File: config.mk
export PLATFORM = sky130hd
export DESIGN_NAME = sje_mul
export DESIGN_NICKNAME = d
export VERILOG_FILES = /design/src/hdl/sje_pkg.sv /design/src/hdl/sje_mul.sv
export SDC_FILE = /design/constraint.sdc
export NUM_CORES = 2
export LEC_CHECK = 0
export BUFFER_PORTS_ARGS = -buffer_cell sky130_fd_sc_hd__buf_2
export CORE_MARGIN = 3
export CORE_UTILIZATION = 49
export CTS_BUF_LIST = sky130_fd_sc_hd__clkbuf_16
export CTS_CLUSTER_DIAMETER = 60
export DETAILED_ROUTE_END_ITERATION = 10
export HOLD_SLACK_MARGIN = 0.15
export PLACE_DENSITY = 0.68
export REMOVE_ABC_BUFFERS = 1
export SETUP_SLACK_MARGIN = 0.2
export SLEW_MARGIN = 10
export SYNTH_ARGS = -nofsm -noshare
export SYNTH_HDL_FRONTEND = slang
export SYNTH_SLANG_ARGS = --single-unit
File: constraint.sdc
create_clock -name clk_i -period 13.95 [get_ports clk_i]
set_clock_uncertainty 0.2 [all_clocks]
set_input_delay 2.79 -clock clk_i [delete_from_list [all_inputs] [get_ports clk_i]]
set_output_delay 2.79 -clock clk_i [all_outputs]
set_load 0.01 [all_outputs]
File: src/hdl/sje_pkg.sv
// ----------------------------------------------------------------------------
// sje_pkg
// Shared types, constants and saturation helpers of the 3x3 symmetric
// Jacobi eigen-solver.
// ----------------------------------------------------------------------------
package sje_pkg;

  localparam int SJE_SWEEPS = 12;

  // Working word of the matrix and eigenvector store.
  localparam int MW = 42;

  // Nine matrix entries, then nine eigenvector entries.
  localparam int RAM_DEPTH = 18;
  localparam int RAM_AW    = $clog2(RAM_DEPTH);
  localparam int VEC_BASE  = 9;

  localparam logic signed [MW-1:0] ONE_Q30 = 42'sh000_4000_0000;
  localparam logic signed [63:0]   MAT_LIM = 64'sh0000_0100_0000_0000;
  localparam logic signed [63:0]   VEC_LIM = 64'sh0000_0001_0000_0000;
  localparam logic signed [MW-1:0] EIG_MAX = 42'sd2147483647;
  localparam logic signed [MW-1:0] EIG_MIN = -42'sd2147483648;
  localparam logic signed [MW-1:0] OUT_LIM = 42'sd1073741824;

  typedef enum logic {
    DS_SQRT,
    DS_DIV
  } ds_op_e;

  typedef struct packed {
    logic   start;
    ds_op_e op;
  } ds_req_t;

  function automatic logic signed [MW-1:0] sat_w(input logic signed [63:0] x,
                                                 input logic vec);
    logic signed [63:0] lim;
    lim = vec ? VEC_LIM : MAT_LIM;
    if (x > lim) begin
      return lim[MW-1:0];
    end else if (x < -lim) begin
      return -lim[MW-1:0];
    end
    return x[MW-1:0];
  endfunction

  function automatic logic signed [31:0] sat_eig(input logic signed [MW-1:0] x);
    if (x > EIG_MAX) begin
      return EIG_MAX[31:0];
    end else if (x < EIG_MIN) begin
      return EIG_MIN[31:0];
    end
    return x[31:0];
  endfunction

  function automatic logic signed [31:0] sat_vec(input logic signed [MW-1:0] x);
    if (x > OUT_LIM) begin
      return OUT_LIM[31:0];
    end else if (x < -OUT_LIM) begin
      return -OUT_LIM[31:0];
    end
    return x[31:0];
  endfunction

endpackage

File: src/hdl/sje_mul.sv
// ----------------------------------------------------------------------------
// sje_mul
// Shared multiplier. Gives x*y/2^30 rounded half away from zero, or the
// plain product, registered: it appears in the cycle after the operands are presented.
// ----------------------------------------------------------------------------
module sje_mul import sje_pkg::*; (
  input  logic                 clk_i,
  input  logic signed [MW-1:0] x_i,
  input  logic signed [32:0]   y_i,
  input  logic                 raw_i,
  output logic signed [63:0]   res_o
);

  logic [MW-1:0] mx;
  logic [32:0]   my_full;
  logic [31:0]   my;
  logic [61:0]   plo_q;
  logic [43:0]   phi_q;
  logic          neg_q;
  logic          raw_q;
  logic [63:0]   rq;
  logic [63:0]   rr;
  logic [63:0]   r;

  assign mx      = x_i[MW-1] ? -x_i : x_i;
  assign my_full = y_i[32] ? -y_i : y_i;
  assign my      = my_full[31:0];

  always_ff @(posedge clk_i) begin
    plo_q <= 62'(mx[29:0] * my);
    phi_q <= 44'(mx[MW-1:30] * my);
    neg_q <= x_i[MW-1] ^ y_i[32];
    raw_q <= raw_i;
  end

  assign rq    = {20'b0, phi_q} + (({2'b0, plo_q} + 64'h2000_0000) >> 30);
  assign rr    = ({20'b0, phi_q} << 30) + {2'b0, plo_q};
  assign r     = raw_q ? rr : rq;
  assign res_o = neg_q ? -$signed(r) : $signed(r);

endmodule

* Word-level counts from Yosys, hierarchy flattened
Index checks and enable logic that the tools add are counted.
** Word-level totals
- Output and inout port bits :: 64
- Logic and storage cells :: 17
- Register bits :: 108
** Cells by class
- $mul :: 2
- Bitwise gates (word level) :: 1
- Muxes and demuxes :: 4
- $add $sub $neg :: 6
** Operators with widths (number)
- $mux W64 :: 2
- $add A64 B62 Y64 :: 1
- $neg A64 Y64 :: 1
- $add A62 B30 Y63 const B :: 1
- $mul A30 B32 Y62 :: 1
- $add A44 B33 Y45 :: 1
- $mul A12 B32 Y44 :: 1
- $mux W42 :: 1
- $neg A42 Y42 :: 1
- $mux W32 :: 1
- $neg A32 Y32 :: 1
- $xor A1 B1 Y1 :: 1

* Logic depth before layout (Yosys ltp)
- Depth in word-level cells :: 5
- Depth in mapped cells :: 40
- Gate-level depth less buffers :: 37

* Worst setup path before layout
No wires, ideal clock.
- Path type :: input-to-reg
- Start point :: input port y_i[0]
- End point :: register plo_q[58]
- Data arrival time :: 12898 ps
- Stages :: 37
- Setup slack :: 721 ps
- Path buffers :: 3
- Path through :: clkbuf_1 -> clkinv_1 -> clkbuf_1 -> ha_1 -> nand2_1 -> or4_1 -> or3_1 -> nand2b_1 -> o31ai_1 -> xor2_1 -> clkbuf_1 -> nor2_1 -> fa_1 -> fa_1 -> fa_1 -> inv_1 -> fa_1 -> inv_1 -> fa_1 -> fa_1 -> fa_1 -> inv_1 -> fa_1 -> inv_1 -> ha_1 -> a21oi_1 -> o21ai_0 -> a211oi_1 -> or3_1 -> o211ai_1 -> a2111oi_0 -> a22oi_1 -> a221oi_1 -> o21ai_0 -> a21boi_0 -> o31ai_1 -> xor2_1
** Between the ends
- Word-level cells in the longest chain between the ends :: 3
** RTL lines
- from (decl) :: line sje_mul.sv:9 : input logic signed [32:0] y_i,
- $neg A32 Y32 :: line sje_mul.sv:26 : assign my_full = y_i[32] ? -y_i : y_i;
- $mux W32 * :: line sje_mul.sv:26
- $mul A30 B32 Y62 * :: line sje_mul.sv:30 : plo_q <= 62'(mx[29:0] * my);
- to (signal assigned) :: line sje_mul.sv:30
- to (decl) :: line sje_mul.sv:17 : logic [61:0] plo_q;
Mark *: on every way between the ends. The rest lies on a longest branch, timed or not.

* Final worst setup path
- Start point :: input port y_i[2]
- End point :: register plo_q[59]
Same word-level chain as after synthesis.

==> impl_metrics.csv <==
group,metric,value,unit
route,ant_nets,0,
sta,drv_slew,0,
global_routing,top_usage_layer,"met2",
sta,rsz0062_at_grt,"yes",
route,drt_iter0_markers,3651,
clock_network,clock_tree.root_cell,"clkbuf_16",
route,routed_via_density,5.71,
setup_path,path_class,"primary input to flop",
final_layout,final_cell_area,55600,um^2
final_layout,area_growth,6.63,%
route,post_drt_wl_per_cell,22.3,um
setup_path,critical_path.max_stage_delay,0.55,ns
global_routing,grt_pass1_vias,44800,
placement,gp_congestion,1.01,
status,outcome,"finished clean",
sta,setup_tns,0,ns
yosys,synth_enable_flop_cells,0,
setup_path,endpoint_kind,"flop",
setup_path,crit_path_top_delay_cell,"fa_1",
route,via_count,43800,
route,drc_errors,0,
clock_network,htreeDepth,3,
yosys,syn-cell-area,52200,um^2
setup_path,crit_family,"adder cells",
yosys,ys_seq_area_frac,0.0414,
final_layout,final_nets,7890,
final_layout,final.fill_count,9878,
clock_network,clock_path_buffers,2,
sta,fmax,75.2,MHz
yosys,yosysUniqueCellTypes,101,
setup_path,critPathLaunchType,"primary input",
setup_path,critPathBufInv,6,
sta,setup_violations,0,
die,ioPinCount,141,
hold_path,min_path_type,"primary input to flop",
global_routing,gr-total-overflow,0,
clock_network,cts_buffers,9,
job,max_cap_violations,0,
clock_network,cts_tree,"built",
placement,port_buffers,140,
global_routing,grt_max_degree,79,
clock_network,cts_hold_buf,0,
die,placementRows,119,
sta,finalHoldViolations,0,
die,die_h,332,um
yosys,yosys.cell_count.top_type,"inv_1",
global_routing,met1_usage,0.421,
yosys,ys_dominant_reg_cell,"dfxtp_1",
setup_path,worstPathRequired,14.07,ns
die,die_w,332,um
die,start_util,0.495,
sta,slew_headroom,0.111,
clock_network,post-cts-setup-buffers,0,
sta,final.period_utilization,0.953,
yosys,synthCells,6237,
clock_network,path_clk_slew,0.09,ns
yosys,synth_common_cells,"inv_1 (1198), fa_1 (1138), nand2_1 (902)",
sta,tightestPinTransition,1.32,ns
yosys,syn_avg_cell_area,8.37,um^2
sta,finalWorstSetupSlack,0.659,ns
yosys,yosys.area.top_type,"fa_1",
clock_network,cts.sinks,108,
yosys,synth_warnings,0,
setup_path,arrival,13.41,ns
global_routing,antenna_found_initial,14,
yosys,yosysTopAreaCellShare,0.437,
setup_path,critical_path.most_common_cell,"fa_1",
die,die_area,110000,um^2
final_layout,drive_gt1_frac,0.0731,
global_routing,grt_usage,0.311,
placement,postPlaceCellArea,55300,um^2
route,wirelength,171,mm
global_routing,grt_util_met2,0.482,
placement,post-place-ws,0.215,ns
die,core_area,105000,um^2
sta,post-route-min-period,13.29,ns
placement,hpwlAfterDp,146,mm
global_routing,grt_pass1_wl,263,mm
route,first_pass_iters,8,
yosys,synth_seq_cells,108,
yosys,ys_async_sr_fraction,0,
setup_path,worstPathMaxFanout,17,
yosys,synth_area_leaders,"fa_1 (44%), ha_1 (9.6%), inv_1 (8.6%), nand2_1 (6.5%), nor2_1 (5.5%)",
global_routing,use_met3,0.0765,
[placed cells by master (no fill, tap or decap), types with 14 or more instances in the layout]
cell type	netlist	final
o21bai_1	24	24
and2_1	44	44
nand2b_1	41	41
nor4_1	14	14
inv_1	1198	1199
or3_1	29	29
xor2_2	0	35
dfxtp_1	108	106
nand3_1	69	69
ha_1	401	401
a211oi_1	24	24
or2_2	14	14
and3_1	36	36
buf_4	1	164
nor3_1	37	37
o211ai_1	26	26
nor2_1	761	761
buf_2	9	140
xnor2_1	207	163
a31oi_1	29	29
a21o_1	69	69
fa_1	1138	1138
nor2b_1	28	28
a21oi_1	161	161
o21a_1	26	26
xor2_1	132	96
nand4_1	42	42
xnor2_2	0	43
nand2_1	902	902
o31ai_1	34	34
o21ai_0	146	146
[cell type report]
| cell class | count | area, um^2 | share of cell area |
|---|---|---|---|
| multi-input combinational | 4650 | 45000 | 0.808 |
| antenna | 2 | 5.00 | 0.0000900 |
| clock inverter | 7 | 62.6 | 0.00112 |
| tap | 1391 | 1740 | 0.0313 |
| inverter | 1200 | 4500 | 0.0810 |
| clock buffer | 9 | 225 | 0.00405 |
| timing repair buffer | 305 | 1950 | 0.0351 |
| sequential | 108 | 2170 | 0.0389 |
[worst paths after layout]
kind,startpoint,to,slack (ns),depth (start not counted)
max,y_i[2],plo_q[59]$_DFF_P_,0.66,35
min,raw_i,raw_q$_DFF_P_,2.32,1
[state kept, by name, indices dropped and copies added (netlist names)]
register,flops
plo_q,62
phi_q,44
neg_q,1
raw_q,1
[per-layer routing]
metal | part of all wire | vias to the layer above
met5 | 0.00039 | -
met4 | 0.047 | 10
met3 | 0.11 | 428
met2 | 0.44 | 2262
met1 | 0.40 | 21900
li1 | - | 19100
[metrics by stage]
stage	hold WS, ns	utilization	instances
final	2.32	0.528	7672
after global routing	2.30	0.528	7670
after CTS	2.30	0.528	7670
after detailed placement	2.70	0.525	7654
after global placement	2.69	0.525	7654
after floorplan	2.62	-	5958
[what timing repair did]
item | CTS | global route
resized for setup | 0 | 2
hold endpoints to repair | 0 | 0
setup endpoints to repair | 0 | 8
[cells by family after synthesis]
kind of cell	synth area share
xor gates and xnor gates	0.0569
buffers and inverters	0.109
adders and majority gates	0.533
AOI/OAI and AO/OA	0.0870
and+or+nand+nor	0.171
DFF	0.0414
muxes	0.00237
Power is left out: the tool's default activity adds up to more than one toggle a clock period on the data nets, which glitch-free logic cannot reach.
