**config.mk**
```make
export PLATFORM = sky130hd
export DESIGN_NAME = sje_divsqrt
export DESIGN_NICKNAME = d
export VERILOG_FILES = /design/src/hdl/sje_pkg.sv /design/src/hdl/sje_divsqrt.sv
export SDC_FILE = /design/constraint.sdc
export NUM_CORES = 1
export LEC_CHECK = 0
export BUFFER_PORTS_ARGS = -buffer_cell sky130_fd_sc_hd__buf_2
export CAP_MARGIN = 25
export CORE_MARGIN = 2
export CORE_UTILIZATION = 40
export DETAILED_ROUTE_END_ITERATION = 12
export HOLD_SLACK_MARGIN = 0.15
export PLACE_DENSITY = 0.68
export SYNTH_ARGS = -nofsm -noshare
export SYNTH_HDL_FRONTEND = slang
export SYNTH_SLANG_ARGS = --single-unit
```
**constraint.sdc**
```tcl
create_clock -name clk_i -period 14.6 [get_ports clk_i]
set_input_delay 0 -clock clk_i [delete_from_list [all_inputs] [get_ports clk_i]]
set_output_delay 0 -clock clk_i [all_outputs]
set_load 0.02 [all_outputs]
```
**src/hdl/sje_pkg.sv**
```systemverilog
// ----------------------------------------------------------------------------
// sje_pkg
// Shared types, constants and saturation helpers of the 3x3 symmetric
// Jacobi eigen-solver.
// ----------------------------------------------------------------------------
package sje_pkg;

  localparam int SJE_SWEEPS = 12;

  // Working word of the matrix and eigenvector store.
  localparam int MW = 42;

  // Nine matrix entries, then nine eigenvector entries.
  localparam int RAM_DEPTH = 18;
  localparam int RAM_AW    = $clog2(RAM_DEPTH);
  localparam int VEC_BASE  = 9;

  localparam logic signed [MW-1:0] ONE_Q30 = 42'sh000_4000_0000;
  localparam logic signed [63:0]   MAT_LIM = 64'sh0000_0100_0000_0000;
  localparam logic signed [63:0]   VEC_LIM = 64'sh0000_0001_0000_0000;
  localparam logic signed [MW-1:0] EIG_MAX = 42'sd2147483647;
  localparam logic signed [MW-1:0] EIG_MIN = -42'sd2147483648;
  localparam logic signed [MW-1:0] OUT_LIM = 42'sd1073741824;

  typedef enum logic {
    DS_SQRT,
    DS_DIV
  } ds_op_e;

  typedef struct packed {
    logic   start;
    ds_op_e op;
  } ds_req_t;

  function automatic logic signed [MW-1:0] sat_w(input logic signed [63:0] x,
                                                 input logic vec);
    logic signed [63:0] lim;
    lim = vec ? VEC_LIM : MAT_LIM;
    if (x > lim) begin
      return lim[MW-1:0];
    end else if (x < -lim) begin
      return -lim[MW-1:0];
    end
    return x[MW-1:0];
  endfunction

  function automatic logic signed [31:0] sat_eig(input logic signed [MW-1:0] x);
    if (x > EIG_MAX) begin
      return EIG_MAX[31:0];
    end else if (x < EIG_MIN) begin
      return EIG_MIN[31:0];
    end
    return x[31:0];
  endfunction

  function automatic logic signed [31:0] sat_vec(input logic signed [MW-1:0] x);
    if (x > OUT_LIM) begin
      return OUT_LIM[31:0];
    end else if (x < -OUT_LIM) begin
      return -OUT_LIM[31:0];
    end
    return x[31:0];
  endfunction

endpackage

```
**src/hdl/sje_divsqrt.sv**
```systemverilog
// ----------------------------------------------------------------------------
// sje_divsqrt
// Shared iterative unit: 64-bit restoring divide (one quotient bit a cycle)
// or 64-bit integer square root (one result bit a cycle).
// ----------------------------------------------------------------------------
module sje_divsqrt import sje_pkg::*; (
  input  logic        clk_i,
  input  logic        rst_ni,
  input  ds_req_t     req_i,
  input  logic [63:0] a_i,
  input  logic [63:0] b_i,
  output logic        done_o,
  output logic [63:0] res_o
);

  logic        run_q, run_d;
  logic        done_q, done_d;
  ds_op_e      op_q, op_d;
  logic [5:0]  cnt_q, cnt_d;
  logic [64:0] rem_q, rem_d;
  logic [63:0] acc_q, acc_d;
  logic [63:0] dvs_q, dvs_d;
  logic [63:0] bit_q, bit_d;
  logic [64:0] trial;
  logic [63:0] sq_t;

  always_comb begin
    run_d  = run_q;
    done_d = 1'b0;
    op_d   = op_q;
    cnt_d  = cnt_q;
    rem_d  = rem_q;
    acc_d  = acc_q;
    dvs_d  = dvs_q;
    bit_d  = bit_q;
    trial  = {rem_q[63:0], acc_q[63]};
    sq_t   = acc_q + bit_q;
    if (req_i.start && !run_q) begin
      run_d = 1'b1;
      op_d  = req_i.op;
      unique case (req_i.op)
        DS_DIV: begin
          rem_d = '0;
          acc_d = a_i;
          dvs_d = b_i;
          cnt_d = 6'd63;
        end
        DS_SQRT: begin
          rem_d = {1'b0, a_i};
          acc_d = '0;
          bit_d = 64'h4000_0000_0000_0000;
          cnt_d = 6'd31;
        end
      endcase
    end else if (run_q) begin
      unique case (op_q)
        DS_DIV: begin
          if (trial >= {1'b0, dvs_q}) begin
            rem_d = trial - {1'b0, dvs_q};
            acc_d = {acc_q[62:0], 1'b1};
          end else begin
            rem_d = trial;
            acc_d = {acc_q[62:0], 1'b0};
          end
        end
        DS_SQRT: begin
          if (rem_q[63:0] >= sq_t) begin
            rem_d = {1'b0, rem_q[63:0] - sq_t};
            acc_d = (acc_q >> 1) + bit_q;
          end else begin
            acc_d = acc_q >> 1;
          end
          bit_d = bit_q >> 2;
        end
      endcase
      if (cnt_q == 6'd0) begin
        run_d  = 1'b0;
        done_d = 1'b1;
      end else begin
        cnt_d = cnt_q - 6'd1;
      end
    end
  end

  always_ff @(posedge clk_i or negedge rst_ni) begin
    if (!rst_ni) begin
      run_q  <= 1'b0;
      done_q <= 1'b0;
      op_q   <= DS_SQRT;
      cnt_q  <= '0;
    end else begin
      run_q  <= run_d;
      done_q <= done_d;
      op_q   <= op_d;
      cnt_q  <= cnt_d;
    end
  end

  always_ff @(posedge clk_i) begin
    rem_q <= rem_d;
    acc_q <= acc_d;
    dvs_q <= dvs_d;
    bit_q <= bit_d;
  end

  assign done_o = done_q;
  assign res_o  = acc_q;

endmodule

```
======== Yosys cells after proc, flatten, opt, wreduce, memory -nomap -nowiden ========
Cells that the tools add are included.
Widths: inputs -> output; s select.
word-level totals
  logic and storage cells ................. 55
  register bits after elaboration ......... 265
cells by class
  order comparisons ....................... 2
  equal/unequal tests ..................... 4
  bitwise logic cells ..................... 2
  reduce and logical (&&, ||, !) cells .... 8
  $add $sub $neg .......................... 5
  mux-type cells .......................... 26
operator list
  kind                 number
  $mux 64              11
  $pmux 64 s2          4
  $sub 64x64->64       2
  $ge 65x64->1         1
  $add 63x64->64       1
  $add 64x64->64       1
  $ge 64x64->1         1
  $mux 6               3
  $pmux 6 s2           1
  $mux 1               7
  $logic_not 6->1      1
  $reduce_and 2->1     3
  $sub 6x1->6 const B  1
  $ne 2x2->1 const B   2
  $ne 3x3->1 const B   1
  $reduce_and 3->1     1
  $ne 2x1->1 const B   1
  $not 1->1            2
  $reduce_bool 2->1    1
  $logic_and 1x1->1    1
  $logic_not 1->1      1

======== Logic depth before layout (Yosys ltp) ========
  word-level depth ........................ 6
  depth in mapped cells ................... 27
  depth with buffers taken out ............ 25

======== Worst setup path before layout ========
No wires, ideal clock.
  path kind ............................... reg2reg
  start point ............................. register acc_q[0], in the netlist res_o[0]
  end point ............................... register rem_q[0], enable pin
  stages on the path, launching flop included .. 26
  path slack .............................. 6.562 ns
  required time ........................... 14.114 ns
  setup time .............................. 0.486 ns
  arrival ................................. 7.552 ns
  cell sequence ........................... edfxtp_1 ha_1 ha_1 a211oi_1 nor4_1 o31a_1 o2111ai_1 a21oi_1 nor3_1 o21bai_1 a21oi_1 nor2_1 o21ai_0 xor2_1 ha_1 clkbuf_1 nand2_1 o21ai_0 a21oi_1 o21ai_0 a221o_1 a41oi_1 nor2_2 buf_2 nor2_1 nor2_1
between the ends
  word-level cells in the longest chain between the ends .. 4
RTL lines
  what                               line                RTL
  start, declared                    sje_divsqrt.sv:21   logic [63:0] acc_q, acc_d;
  start signal, assigned             sje_divsqrt.sv:101  acc_q <= acc_d;
  $add 64x64->64                     sje_divsqrt.sv:37   sq_t = acc_q + bit_q;
  $ge 64x64->1                       sje_divsqrt.sv:67   if (rem_q[63:0] >= sq_t) begin
  $ne 3x3->1 (no source line)        -
  $reduce_and 2->1 (no source line)  -
  end signal, assigned               sje_divsqrt.sv:100  rem_q <= rem_d;
  end, declared                      sje_divsqrt.sv:20   logic [64:0] rem_q, rem_d;
No other way between the ends.
A chain may end at the register's enable or synchronous reset.

======== Final worst setup path ========
  start point ............................. register acc_q[2], in the netlist res_o[2]
  end point ............................... register acc_q[16], in the netlist res_o[16] (data pin)
between the ends
  word-level cells in the longest chain between the ends .. 6
  elaborated cells between the ends (all ways) .. 7
  those cells by class .................... 2 x add/sub; 1 x order compare; 4 x mux
RTL lines
  what             line               RTL
  $add 64x64->64   sje_divsqrt.sv:37
  $ge 64x64->1     sje_divsqrt.sv:67
  $mux 64 (*)      sje_divsqrt.sv:67
  $pmux 64 s2 (*)  sje_divsqrt.sv:56  unique case (op_q)
  $mux 64 (*)      sje_divsqrt.sv:55  end else if (run_q) begin
  $mux 64 (*)      sje_divsqrt.sv:38  if (req_i.start && !run_q) begin
  via acc_d[16]    sje_divsqrt.sv:21
The timed path passes the listed nets; every way through them passes the cells marked *. The select of a mux whose other input is x is not followed.

==> results.md <==
* Vias in the first global route at 21232
* Vias per cell at 6.08
* Worst Hold Launch: b_i[14]
* Crit. End Element: flop
* Setup tns final at 0 ps
* Number of synthesized flops with an enable pin at 224
* Clock skew at 15.3 ps
* H-tree depth at 1
* Clock transition at path regs at roughly 60 ps
* R2R Setup Slk at 7550 ps
* Clk_lat worst skew at 570 ps
* Distinct cells, synth at between 80 and 90
* Top-area cell type share of the netlist area at 29.4%
* CTS tree: built
* Final Critical Period at 7050 ps
* Dpl hpwl at 62700 um
* Core area at 56500 sq um
* RSZ-0062 raised after global routing: no
* Nets at 3291
* Least-Margin Pin Slew at 979 ps
* GRT Total Usage at 26.7%
* Most common flop cell mapped by yosys: edfxtp_1
* Synth Instances at 2666
* Rel. slew slack at 33.7%
* Post-CTS setup buffer count at 0
* Most frequent cell after synthesis: edfxtp_1
* Net Count, Synth at between 2000 and 3000
* Cell Rows at 87
* Routed len/inst at 22.1 um
* Worst flop-to-flop path endpoint: res_o[16]
* First-pass GRT wire length at roughly 120000 um
* Synth top cells by count: edfxtp_1 (224), nand2_1 (215), a21oi_1 (201), o21ai_0 (196), ha_1 (195)
* Worst setup path class: reg2reg
* Mapped Avg Cell Area at ~8.6 sq um
* Hold Crit Class: in2reg
* Yosys warns at 0
* Share of layout cells above drive strength 1 at 10.5%
* Hold endpoint: dvs_q[14]
* Hold path cells at 2
* Vias post-DR at roughly 23000
* Die height at 243 um
* Cell Area, Synth at ~23000 sq um
* Final Hold Fails at 0
* Final setup vio count at 0
* Antenna violations before repair at 2
* Die X at 243 um
* Worst R2R Start: res_o[2]
* Crit path buf inv count at 2
* Pre-Repair DR Iteration Count at 6
* Synth top area cells: edfxtp_1 (29%), ha_1 (11%), xnor2_1 (4.9%)
* Congestion Overflow GR at 0
* Largest net degree at the start of global routing at 65
* I/O Pins at 197
* Root Buffer: clkbuf_16
* Yosys reg bits at around 230
* # clock sinks at 233
* Initial DRC count at 2281
* WP data required at 15020 ps
* Slowest stage delay, CP at 480 ps
* Post-Route WL at 82600 um
* Status: completed
* Synth-to-layout area growth at 18.8%
* Seq/Total Area, Yosys at 30.4%
* # port buffers at 196
* Pins Over Slew Limit at 0
* Die Area at 59200 sq um
* CP top delay family: compound AO/OA/AOI/OAI gates
* CP Launch Type: flop
* Routability cong. at between 0.9 and 1
* Critical path fanouts, max at 27
* Antenna viol nets, final at 0
* Initial Util at 40.5%
* Tcrit/Tclk final at 48.3%
* TritonCTS buffer count at 29
* DRC Markers at 0
* Cell depth of the worst flop-to-flop path at 25
* Cell taking the most area after synthesis: edfxtp_1
* Max-cap violations at 0
* Slowest CP cell: edfxtp_1
* CP arrival at 7470 ps
* Max clock buf depth at 3
* Asr flop ratio synth at 3.86%
* Peak Freq at 142 MHz
[kinds of logic (layout without fill, tap and decap cells)]
kind of cell | count (synthesis) | in the layout | share of synthesized area [%]
compound gates | 937 | 937 | 27.0
xor+xnor | 234 | 234 | 8.95
fa+ha+maj | 197 | 197 | 10.8
buf+inv | 260 | 576 | 4.64
flops | 233 | 233 | 30.4
mux | 48 | 48 | 2.13
other cells | 0 | 2 | 0
simple gates | 757 | 757 | 16.1
[stage by stage]
stage	utilization (%)	area, sq um	hold WS (ps)	std cells	worst slack (ps)
2_1_floorplan	-	22900	-296	2666	6560
3_3_place_gp	43.2	24400	-144	3492	7340
3_5_place_dp	43.2	24400	-140	3493	7640
4_1_cts	48.2	27200	151	3738	7620
5_1_grt	48.2	27200	168	3740	7090
6_report	48.2	27200	169	3740	7550
[area by class of cell]
class / instances / area (sq um)
inverters: 114 / 428
clock inverters: 15 / 100
well taps: 756 / 946
clock buffers: 36 / 752
fillers: 5381 / 29300
multi-input cells: 2173 / 14900
diodes: 2 / 5.00
repair buffers: 411 / 3090
flip-flops and latches: 233 / 6950
[state kept, by name, summed over array words and instances, names as in the netlist]
signal,count
dvs_q,64
rem_q,64
res_o,64
bit_q,32
cnt_q,6
done_o,1
op_q,1
run_q,1
[placed cells by master, fill, tap and decap left out, types with 17 or more instances in the layout]
cell type / synthesis / final
nand2b_1: 22 / 22
nor3_1: 51 / 51
a31o_2: 19 / 18
xor2_1: 106 / 106
mux2i_1: 43 / 43
a21o_1: 84 / 84
xnor2_1: 128 / 128
edfxtp_1: 224 / 224
inv_1: 114 / 112
nand2_1: 215 / 214
o21a_1: 22 / 22
dlygate4sd3_1: 0 / 194
a31oi_1: 87 / 87
nor2b_1: 58 / 58
a211oi_1: 18 / 18
and3_1: 32 / 32
nand3_1: 62 / 62
nand4_1: 68 / 68
nor2_1: 170 / 165
o21bai_1: 44 / 44
a211o_1: 17 / 17
ha_1: 195 / 195
buf_4: 2 / 20
buf_2: 25 / 196
a22oi_1: 58 / 58
a21oi_1: 201 / 201
o211ai_1: 23 / 23
o21ai_0: 196 / 196
clkbuf_16: 0 / 29
[worst max path at each step]
stage	from	end	slack [ps]	cells past startpoint
3_5_place_dp	res_o[4]	res_o[16]	7640	25
6_report	res_o[2]	res_o[16]	7550	25
5_1_grt	res_o[8]	res_o[49]	7090	25
3_3_place_gp	res_o[2]	res_o[0]	7340	24
2_1_floorplan	res_o[0]	rem_q[0]	6560	25
4_1_cts	res_o[2]	res_o[16]	7620	25
[metal layers]
layer,track usage (%),vias to the layer above,wire length (um)
li1,-,10695,-
met1,39.5,10769,37100
met2,39.7,1120,34500
met3,3.79,149,8290
met4,8.73,0,2740
met5,0,-,0
[worst register-to-register path: stages (launching register included)]
cell and delay [ps]:
edfxtp_1 480, ha_1 410, a311oi_1 410, nor4_1 130, o21ai_0 430, a21oi_1 200
nor2_1 190, a211oi_2 110, a31oi_1 360, o21bai_2 180, a221o_1 390, a31oi_1 210
xor2_1 220, ha_1 390, a21oi_1 250, o21bai_1 80, a21oi_1 220, o21ai_0 150
a221o_1 390, nor4b_4 450, buf_8 240, or2_1 130, buf_4 350, nor2_1 110
a211o_1 270, a31oi_1 160
[what timing repair did]
item / in CTS / in global routing
hold buffers: 194 / 0
resized for setup: 0 / 0
hold endpoints to repair: 206 / 0
Power is not shown: default switching activity piles up to over one toggle a cycle in this logic, so the estimate is an artifact.
